--- config.mk ---
export PLATFORM = sky130hd
export DESIGN_NAME = counting_sort_engine
export DESIGN_NICKNAME = d
export VERILOG_FILES = /design/src/rtl/cse_pkg.sv /design/src/rtl/cse_ctrl.sv /design/src/rtl/cse_dp.sv /design/src/rtl/counting_sort_engine.sv
export SDC_FILE = /design/constraint.sdc
export NUM_CORES = 2
export LEC_CHECK = 0
export BUFFER_PORTS_ARGS = -buffer_cell sky130_fd_sc_hd__buf_2
export CAP_MARGIN = 20
export CELL_PAD_IN_SITES_DETAIL_PLACEMENT = 1
export CELL_PAD_IN_SITES_GLOBAL_PLACEMENT = 1
export CORE_UTILIZATION = 37
export DETAILED_ROUTE_END_ITERATION = 10
export PLACE_DENSITY = 0.6
export RECOVER_POWER = 50
export SYNTH_ARGS = -nofsm -noshare
export SYNTH_HDL_FRONTEND = slang
export SYNTH_HIERARCHICAL = 1
export SYNTH_SLANG_ARGS = --single-unit
--- constraint.sdc ---
create_clock -name clk -period 8.35 [get_ports clk]
set_clock_uncertainty 0.15 [all_clocks]
set_input_delay 1.67 -clock clk [delete_from_list [all_inputs] [get_ports clk]]
set_output_delay 1.67 -clock clk [all_outputs]
set_load 0.02 [all_outputs]
--- src/rtl/cse_pkg.sv ---
// ----------------------------------------------------------------------------
// cse_pkg
// shared defaults, controller states and the command and status groups
// that pass between the counting sort controller and its datapath
// ----------------------------------------------------------------------------
package cse_pkg;

    localparam int VALUE_BITS_DEF = 8;
    localparam int MAX_ITEMS_DEF  = 64;
    localparam int FIELD_W        = 8;

    typedef enum logic [2:0] {
        ST_CLEAR,
        ST_IDLE,
        ST_LOAD_WRITE,
        ST_SCAN_READ,
        ST_SCAN_CHECK,
        ST_SCAN_EMIT
    } cse_state_t;

    typedef struct packed {
        logic clr_step;
        logic capture;
        logic load;
        logic incr_write;
        logic scan_init;
        logic read_bin;
        logic cnt_load;
        logic write_zero;
        logic bin_advance;
        logic emit;
        logic batch_clear;
    } cse_cmd_t;

    typedef struct packed {
        logic room;
        logic clr_done;
        logic cnt_zero;
        logic cnt_one;
        logic bin_at_hi;
        logic out_free;
    } cse_sts_t;

endpackage

--- src/rtl/cse_ctrl.sv ---
// ----------------------------------------------------------------------------
// cse_ctrl
// controller: clearing pass, load sequencing and the bin scan that emits
// the sorted words
// ----------------------------------------------------------------------------
module cse_ctrl (
    input  logic              clk,
    input  logic              rst_n,
    input  logic              s_axis_tvalid,
    input  logic              s_axis_tlast,
    output logic              s_axis_tready,
    input  cse_pkg::cse_sts_t sts,
    output cse_pkg::cse_cmd_t cmd
);
    import cse_pkg::*;

    cse_state_t state_reg;
    cse_state_t state_next;
    logic       last_reg;
    logic       last_next;

    always_comb
    begin
        state_next = state_reg;
        last_next  = last_reg;
        unique case (state_reg)
            ST_CLEAR:
            begin
                if (sts.clr_done)
                    state_next = ST_IDLE;
            end
            ST_IDLE:
            begin
                if (s_axis_tvalid)
                begin
                    last_next = s_axis_tlast;
                    priority if (sts.room)
                        state_next = ST_LOAD_WRITE;
                    else if (s_axis_tlast)
                        state_next = ST_SCAN_READ;
                    else
                        state_next = ST_IDLE;
                end
            end
            ST_LOAD_WRITE:
            begin
                state_next = last_reg ? ST_SCAN_READ : ST_IDLE;
            end
            ST_SCAN_READ:
            begin
                state_next = ST_SCAN_CHECK;
            end
            ST_SCAN_CHECK:
            begin
                priority if (!sts.cnt_zero)
                    state_next = ST_SCAN_EMIT;
                else if (sts.bin_at_hi)
                    state_next = ST_IDLE;
                else
                    state_next = ST_SCAN_CHECK;
            end
            ST_SCAN_EMIT:
            begin
                if (sts.out_free && sts.cnt_one)
                    state_next = sts.bin_at_hi ? ST_IDLE : ST_SCAN_CHECK;
            end
            default:
            begin
                state_next = ST_IDLE;
            end
        endcase
    end

    always_comb
    begin
        cmd           = '0;
        s_axis_tready = 1'b0;
        unique case (state_reg)
            ST_CLEAR:
            begin
                cmd.clr_step = 1'b1;
            end
            ST_IDLE:
            begin
                s_axis_tready = 1'b1;
                cmd.capture   = s_axis_tvalid;
                cmd.load      = s_axis_tvalid && sts.room;
                cmd.scan_init = s_axis_tvalid && !sts.room && s_axis_tlast;
            end
            ST_LOAD_WRITE:
            begin
                cmd.incr_write = 1'b1;
                cmd.scan_init  = last_reg;
            end
            ST_SCAN_READ:
            begin
                cmd.read_bin = 1'b1;
            end
            ST_SCAN_CHECK:
            begin
                cmd.cnt_load    = 1'b1;
                cmd.write_zero  = 1'b1;
                cmd.bin_advance = sts.cnt_zero && !sts.bin_at_hi;
                cmd.batch_clear = sts.cnt_zero && sts.bin_at_hi;
            end
            ST_SCAN_EMIT:
            begin
                cmd.emit        = sts.out_free;
                cmd.bin_advance = sts.out_free && sts.cnt_one && !sts.bin_at_hi;
                cmd.batch_clear = sts.out_free && sts.cnt_one && sts.bin_at_hi;
            end
            default:
            begin
                cmd = '0;
            end
        endcase
    end

    always_ff @(posedge clk or negedge rst_n)
    begin
        if (!rst_n)
        begin
            state_reg <= ST_CLEAR;
            last_reg  <= 1'b0;
        end
        else
        begin
            state_reg <= state_next;
            last_reg  <= last_next;
        end
    end

endmodule

--- src/rtl/cse_dp.sv ---
// ----------------------------------------------------------------------------
// cse_dp
// datapath: histogram memory, batch count, min and max tracking, scan
// pointer and the output word register
// ----------------------------------------------------------------------------
module cse_dp #(
    parameter int VALUE_BITS = cse_pkg::VALUE_BITS_DEF,
    parameter int MAX_ITEMS  = cse_pkg::MAX_ITEMS_DEF
) (
    input  logic                        clk,
    input  logic                        rst_n,
    input  logic [cse_pkg::FIELD_W-1:0] s_axis_tdata,   // value
    output logic                        m_axis_tvalid,
    input  logic                        m_axis_tready,
    output logic [cse_pkg::FIELD_W-1:0] m_axis_tdata,   // value_res
    output logic                        m_axis_tlast,
    input  cse_pkg::cse_cmd_t           cmd,
    output cse_pkg::cse_sts_t           sts
);
    import cse_pkg::*;

    localparam int NUM_BINS = 1 << VALUE_BITS;
    localparam int CNT_W    = $clog2(MAX_ITEMS + 1);

    logic [CNT_W-1:0]      bin_mem [NUM_BINS];
    logic [CNT_W-1:0]      rd_data_reg;

    logic [VALUE_BITS-1:0] clr_reg;
    logic [VALUE_BITS-1:0] clr_next;
    logic [VALUE_BITS-1:0] value_reg;
    logic [VALUE_BITS-1:0] value_next;
    logic [CNT_W-1:0]      item_count_reg;
    logic [CNT_W-1:0]      item_count_next;
    logic [VALUE_BITS-1:0] min_reg;
    logic [VALUE_BITS-1:0] min_next;
    logic [VALUE_BITS-1:0] max_reg;
    logic [VALUE_BITS-1:0] max_next;
    logic [VALUE_BITS-1:0] bin_reg;
    logic [VALUE_BITS-1:0] bin_next;
    logic [CNT_W-1:0]      cnt_reg;
    logic [CNT_W-1:0]      cnt_next;
    logic                  out_valid_reg;
    logic                  out_valid_next;
    logic [FIELD_W-1:0]    out_data_reg;
    logic [FIELD_W-1:0]    out_data_next;
    logic                  out_last_reg;
    logic                  out_last_next;

    logic [VALUE_BITS+FIELD_W-1:0] in_ext;
    logic [VALUE_BITS+FIELD_W-1:0] bin_ext;
    logic [VALUE_BITS-1:0]         in_value;
    logic [VALUE_BITS-1:0]         bin_inc;

    logic                  wr_en;
    logic [VALUE_BITS-1:0] wr_addr;
    logic [CNT_W-1:0]      wr_data;
    logic                  rd_en;
    logic [VALUE_BITS-1:0] rd_addr;

    assign in_ext   = {{VALUE_BITS{1'b0}}, s_axis_tdata};
    assign in_value = in_ext[VALUE_BITS-1:0];
    assign bin_ext  = {{FIELD_W{1'b0}}, bin_reg};
    assign bin_inc  = bin_reg + 1'b1;

    // single write port
    always_comb
    begin
        wr_en   = 1'b1;
        wr_addr = bin_reg;
        wr_data = '0;
        priority if (cmd.clr_step)
        begin
            wr_addr = clr_reg;
        end
        else if (cmd.incr_write)
        begin
            wr_addr = value_reg;
            wr_data = rd_data_reg + 1'b1;
        end
        else if (cmd.write_zero)
        begin
            wr_addr = bin_reg;
        end
        else
        begin
            wr_en = 1'b0;
        end
    end

    // single read port
    always_comb
    begin
        rd_en   = 1'b1;
        rd_addr = bin_reg;
        priority if (cmd.load)
            rd_addr = in_value;
        else if (cmd.bin_advance)
            rd_addr = bin_inc;
        else if (cmd.read_bin)
            rd_addr = bin_reg;
        else
            rd_en = 1'b0;
    end

    always_ff @(posedge clk)
    begin
        if (wr_en)
            bin_mem[wr_addr] <= wr_data;
        if (rd_en)
            rd_data_reg <= bin_mem[rd_addr];
    end

    always_comb
    begin
        clr_next        = cmd.clr_step ? clr_reg + 1'b1 : clr_reg;
        value_next      = cmd.capture ? in_value : value_reg;
        item_count_next = item_count_reg;
        min_next        = min_reg;
        max_next        = max_reg;
        if (cmd.load)
        begin
            item_count_next = item_count_reg + 1'b1;
            if (in_value < min_reg)
                min_next = in_value;
            if (in_value > max_reg)
                max_next = in_value;
        end
        if (cmd.batch_clear)
        begin
            item_count_next = '0;
            min_next        = '1;
            max_next        = '0;
        end

        bin_next = bin_reg;
        priority if (cmd.scan_init)
            bin_next = min_next;
        else if (cmd.bin_advance)
            bin_next = bin_inc;
        else
            bin_next = bin_reg;

        cnt_next = cnt_reg;
        priority if (cmd.cnt_load)
            cnt_next = rd_data_reg;
        else if (cmd.emit)
            cnt_next = cnt_reg - 1'b1;
        else
            cnt_next = cnt_reg;

        out_data_next = out_data_reg;
        out_last_next = out_last_reg;
        priority if (cmd.emit)
        begin
            out_valid_next = 1'b1;
            out_data_next  = bin_ext[FIELD_W-1:0];
            out_last_next  = sts.bin_at_hi && sts.cnt_one;
        end
        else if (m_axis_tready)
            out_valid_next = 1'b0;
        else
            out_valid_next = out_valid_reg;
    end

    always_ff @(posedge clk or negedge rst_n)
    begin
        if (!rst_n)
        begin
            clr_reg        <= '0;
            item_count_reg <= '0;
            min_reg        <= '1;
            max_reg        <= '0;
            out_valid_reg  <= 1'b0;
        end
        else
        begin
            clr_reg        <= clr_next;
            item_count_reg <= item_count_next;
            min_reg        <= min_next;
            max_reg        <= max_next;
            out_valid_reg  <= out_valid_next;
        end
    end

    always_ff @(posedge clk)
    begin
        value_reg    <= value_next;
        bin_reg      <= bin_next;
        cnt_reg      <= cnt_next;
        out_data_reg <= out_data_next;
        out_last_reg <= out_last_next;
    end

    assign sts.room      = item_count_reg < CNT_W'(MAX_ITEMS);
    assign sts.clr_done  = clr_reg == {VALUE_BITS{1'b1}};
    assign sts.cnt_zero  = rd_data_reg == '0;
    assign sts.cnt_one   = cnt_reg == CNT_W'(1);
    assign sts.bin_at_hi = bin_reg == max_reg;
    assign sts.out_free  = !out_valid_reg || m_axis_tready;

    assign m_axis_tvalid = out_valid_reg;
    assign m_axis_tdata  = out_data_reg;
    assign m_axis_tlast  = out_last_reg;

endmodule

--- src/rtl/counting_sort_engine.sv ---
// ----------------------------------------------------------------------------
// counting_sort_engine
// load: each accepted word takes a histogram read, then an increment write;
//   s_axis_tready is low during the write
// sort: after the last word, the min bin is read, then each bin from min to max
//   is checked and its words emitted, holding while the output word is pending
// reset: clearing pass over all 2^VALUE_BITS bins, s_axis_tready low meanwhile
// ----------------------------------------------------------------------------
module counting_sort_engine #(
    parameter int VALUE_BITS = cse_pkg::VALUE_BITS_DEF,
    parameter int MAX_ITEMS  = cse_pkg::MAX_ITEMS_DEF
) (
    input  logic                        clk,
    input  logic                        rst_n,
    input  logic                        s_axis_tvalid,
    output logic                        s_axis_tready,
    input  logic [cse_pkg::FIELD_W-1:0] s_axis_tdata,   // value
    input  logic                        s_axis_tlast,
    output logic                        m_axis_tvalid,
    input  logic                        m_axis_tready,
    output logic [cse_pkg::FIELD_W-1:0] m_axis_tdata,   // value_res
    output logic                        m_axis_tlast
);
    import cse_pkg::*;

    cse_cmd_t cmd;
    cse_sts_t sts;

    cse_ctrl u_ctrl (
        .clk           (clk),
        .rst_n         (rst_n),
        .s_axis_tvalid (s_axis_tvalid),
        .s_axis_tlast  (s_axis_tlast),
        .s_axis_tready (s_axis_tready),
        .sts           (sts),
        .cmd           (cmd)
    );

    cse_dp #(
        .VALUE_BITS (VALUE_BITS),
        .MAX_ITEMS  (MAX_ITEMS)
    ) u_dp (
        .clk           (clk),
        .rst_n         (rst_n),
        .s_axis_tdata  (s_axis_tdata),
        .m_axis_tvalid (m_axis_tvalid),
        .m_axis_tready (m_axis_tready),
        .m_axis_tdata  (m_axis_tdata),
        .m_axis_tlast  (m_axis_tlast),
        .cmd           (cmd),
        .sts           (sts)
    );

    // never overwrite a word still waiting downstream
    a_emit_free: assert property (@(posedge clk) disable iff (!rst_n)
        cmd.emit |-> sts.out_free)
        else $error("emit while output word pending");

    // one write per cycle on the histogram memory
    a_one_write: assert property (@(posedge clk) disable iff (!rst_n)
        $onehot0({cmd.clr_step, cmd.incr_write, cmd.write_zero}))
        else $error("histogram write conflict");

    // one read per cycle on the histogram memory
    a_one_read: assert property (@(posedge clk) disable iff (!rst_n)
        $onehot0({cmd.load, cmd.read_bin, cmd.bin_advance}))
        else $error("histogram read conflict");

    // a check that loads a non-empty bin moves the scan on to emission
    a_emit_nonzero: assert property (@(posedge clk) disable iff (!rst_n)
        cmd.cnt_load && !sts.cnt_zero |=> !cmd.cnt_load)
        else $error("scan did not move to emission");

endmodule
==> results.txt <==
Final HPWL DP: 148,000 um
Die Wd: 454 um
Largest net degree at the start of global routing: 171
CP arrival: 7.29 ns
DRC: 0
Final instance area: 84,800 um^2
Rows: 165
Setup TNS after final layout: 0 ns
Hold Fails Final Rpt: 0
Total congestion overflow: 0
Hold Crit Class: reg -> reg
Final setup vio count: 0
Vias per cell: 5.67
Worst-Margin Slew: 4.54 ns
Critical Path RT: 8.33 ns
Cell Count, Final, Fillers Out: 8,276
GPL Wtd Cong: 0.852
Most common cell after layout, fill and taps aside: edfxtp_1
Max-slew violations: 1,623
IO Count: 24
Max-Cap Viols: 22
Largest cells by area after synthesis: edfxtp_1 72%, nand2_1 6.2%, mux2i_1 3.3%, nand3_1 2.9%, nor2_1 1.8%
Post-CTS sizing: 0
Fill cell count: 20,521
Pwr Density: 298 nW/um^2
Post-Place Cells: 7,918
Initial Util: 37.4%
Async SR Flop Fraction: 1.93%
Post-Syn Instances: 5,423
Avg Inst Size Synth: 14.0 um^2
Cell Area, Placed: 78,900 um^2
Die Ht: 454 um
Initial antenna violation count: 7
P_leak: 29.5 nW
CTS H-Tree Depth: 4
Register area: 55,800 um^2
DIE AREA: 207,000 um^2
Largest fanout on the critical path: 146
Synth area leader: edfxtp_1
Final worst-path cycle share: 87.5%
Minimum clock period after layout: 7.31 ns
Clock buffer depth: 3
Root Buffer: clkbuf_16
Max Clk Rate: 137 MHz
Sink Count: 1,867
Most frequent cells in the layout: 1,823 x edfxtp_1, 1,244 x nand2_1, 443 x nand3_1, 347 x nor2_1, 246 x mux2i_1
CP startpoint: u_ctrl/state_reg[2]$_DFFE_PN0P_
DR WL/cell: 29.2 um
Cell variety after synth: 83
Worst setup margin: 1.04 ns
Clk slew on worst S/H paths: 0.06 ns
Largest Register: u_dp/bin_mem
RSZ-0062 raised after global routing: no
Top cell type's share of synthesized area: 72.3%
Total Nets Final: 5,481
Number of synthesized flops with an enable pin: 1,823
Number of global-route vias before repair: 46,706
Status: complete, but fails checks
IR drop worst, VDD: 0.000233 V
Overall via count from detail_route: 46,948
Netlist Area Pre-Place: 75,800 um^2
Initial DRC count: 4,663
CTS tree: built
HP Start: u_dp/clr_reg[5]$_DFFE_PN0P_
Postcts setup bufs: 0
Synth warn: 6
1st-pass router iterations: 6
Critical R2R Launch: u_ctrl/state_reg[2]$_DFFE_PN0P_
Slew headroom: -203%
Area grow syn2layout: 11.9%
Setup CP Type: reg -> reg
Most used DFF post-synth: edfxtp_1
Failing checks: max-capacitance violations, max-slew violations
Placeable core area: 203,000 um^2
Routed Antenna Nets: 0
Sequential element share of the synthesized area: 73.7%
Number of CTS-inserted buffers: 196
Multi-input gate area: 18,100 um^2
Gr usage total: 23.1%
Final wirelength: 241,000 um
Number of synthesized register bits: 1,867
Share of layout cells above drive strength 1: 8.75%
CP Launch Type: flop
First-pass GRT wire length: 345,000 um
Max reg flops: 1,792
PortBufs: 23
Crit end category: flop
Setup WS pre-CTS: 0.937 ns
Latest clock arrival within the worst-skew pair: 0.86 ns
Net Count, Synth: 5,458
Hold bufs inserted after CTS: 0
-- area by class of cell --
type | instances | area share, %
Sequential cell | 1867 | 65.8
Multi-Input combinational cell | 3192 | 21.4
Clock buffer | 261 | 6.08
Tap cell | 2672 | 3.94
Timing Repair Buffer | 163 | 1.60
Clock inverter | 93 | 1.04
Inverter | 26 | 0.117
Antenna cell | 2 | 0.00590
-- synthesized netlist by cell type (7+ instances only) --
master,n
a211oi_1,24
a21o_1,7
a21oi_1,117
a31oi_1,71
a32o_1,19
a32oi_1,119
and3_1,55
buf_1,14
buf_2,123
buf_4,67
buf_6,19
clkbuf_1,115
dfrtp_1,28
dfstp_2,8
dfxtp_1,8
edfxtp_1,1823
ha_1,22
inv_1,25
mux2i_1,246
mux4_2,57
nand2_1,1244
nand2b_1,17
nand3_1,443
nand3b_1,10
nand4_1,32
nor2_1,354
nor2b_1,8
nor3_1,25
nor4_1,20
o2111ai_1,10
o21a_1,8
o21ai_0,62
o21ai_1,22
o221ai_1,12
o22ai_1,33
or3_1,13
xnor2_1,23
xor2_1,12
-- layer usage --
layer	share of wire [%]	wire, um	vias up	track usage (%)
met5	0.0054	13	-	0
met4	2.7	6460	2	6.76
met3	6.9	16800	329	3.90
met2	47	114000	1631	37.1
met1	43	104000	24700	32.1
li1	-	-	20286	-
-- logic make-up (layout without fill, tap and decap cells) --
logic type | Yosys count | in the layout | synth area share, %
XOR/XNOR | 36 | 36 | 0.426
AND/OR/NAND/NOR | 2260 | 2260 | 12.7
other | 0 | 2 | 0
buffers and inverters | 364 | 543 | 2.53
flip-flops | 1867 | 1867 | 73.7
AO/OA/AOI/OAI | 565 | 565 | 5.22
multiplexers | 309 | 309 | 5.06
adder cells (fa/ha/maj) | 22 | 22 | 0.363
-- worst max-delay path: stages, from the launching register on --
cell and delay (ns):
dfrtp_1 0.46, nand2b_1 0.23, nor2_1 0.73, nand2b_1 0.54
nor2_1 1.73, clkbuf_2 2.51
-- power breakdown --
group	leakage, nW	switching [mW]	internal (mW)
logic	6.55	4.67	1.82
clock network	2.90	3.73	4.61
registers	20.1	0.129	10.3
-- through the flow --
stage / hold slack [ns] / total power, mW / utilization [%]
finish: 0.341 / 25.3 / 41.8
detailed placement: 0.333 / 17.1 / 38.9
global route: 0.362 / 26.1 / 41.8
global placement: 0.326 / 17.0 / 38.9
CTS: 0.344 / 25.4 / 41.9
floorplan: 0.253 / 14.5 / -
-- final timing paths --
check / cells past startpoint / to / slack [ns]
min in group asynchronous: 1 / u_dp/max_reg[5]$_DFFE_PN0P_ / 1.26
worst min register to register: 1 / u_dp/clr_reg[5]$_DFFE_PN0P_ / 0.34
worst max-delay path: 5 / u_dp/bin_mem[196][5]$_DFFE_PP_ / 1.04
max in group asynchronous: 1 / u_dp/clr_reg[1]$_DFFE_PN0P_ / 5.57
worst max register to register: 5 / u_dp/bin_mem[196][5]$_DFFE_PP_ / 1.04
worst min-delay path: 1 / u_dp/clr_reg[5]$_DFFE_PN0P_ / 0.34
Note: power is estimated with default switching activity, not from simulation.
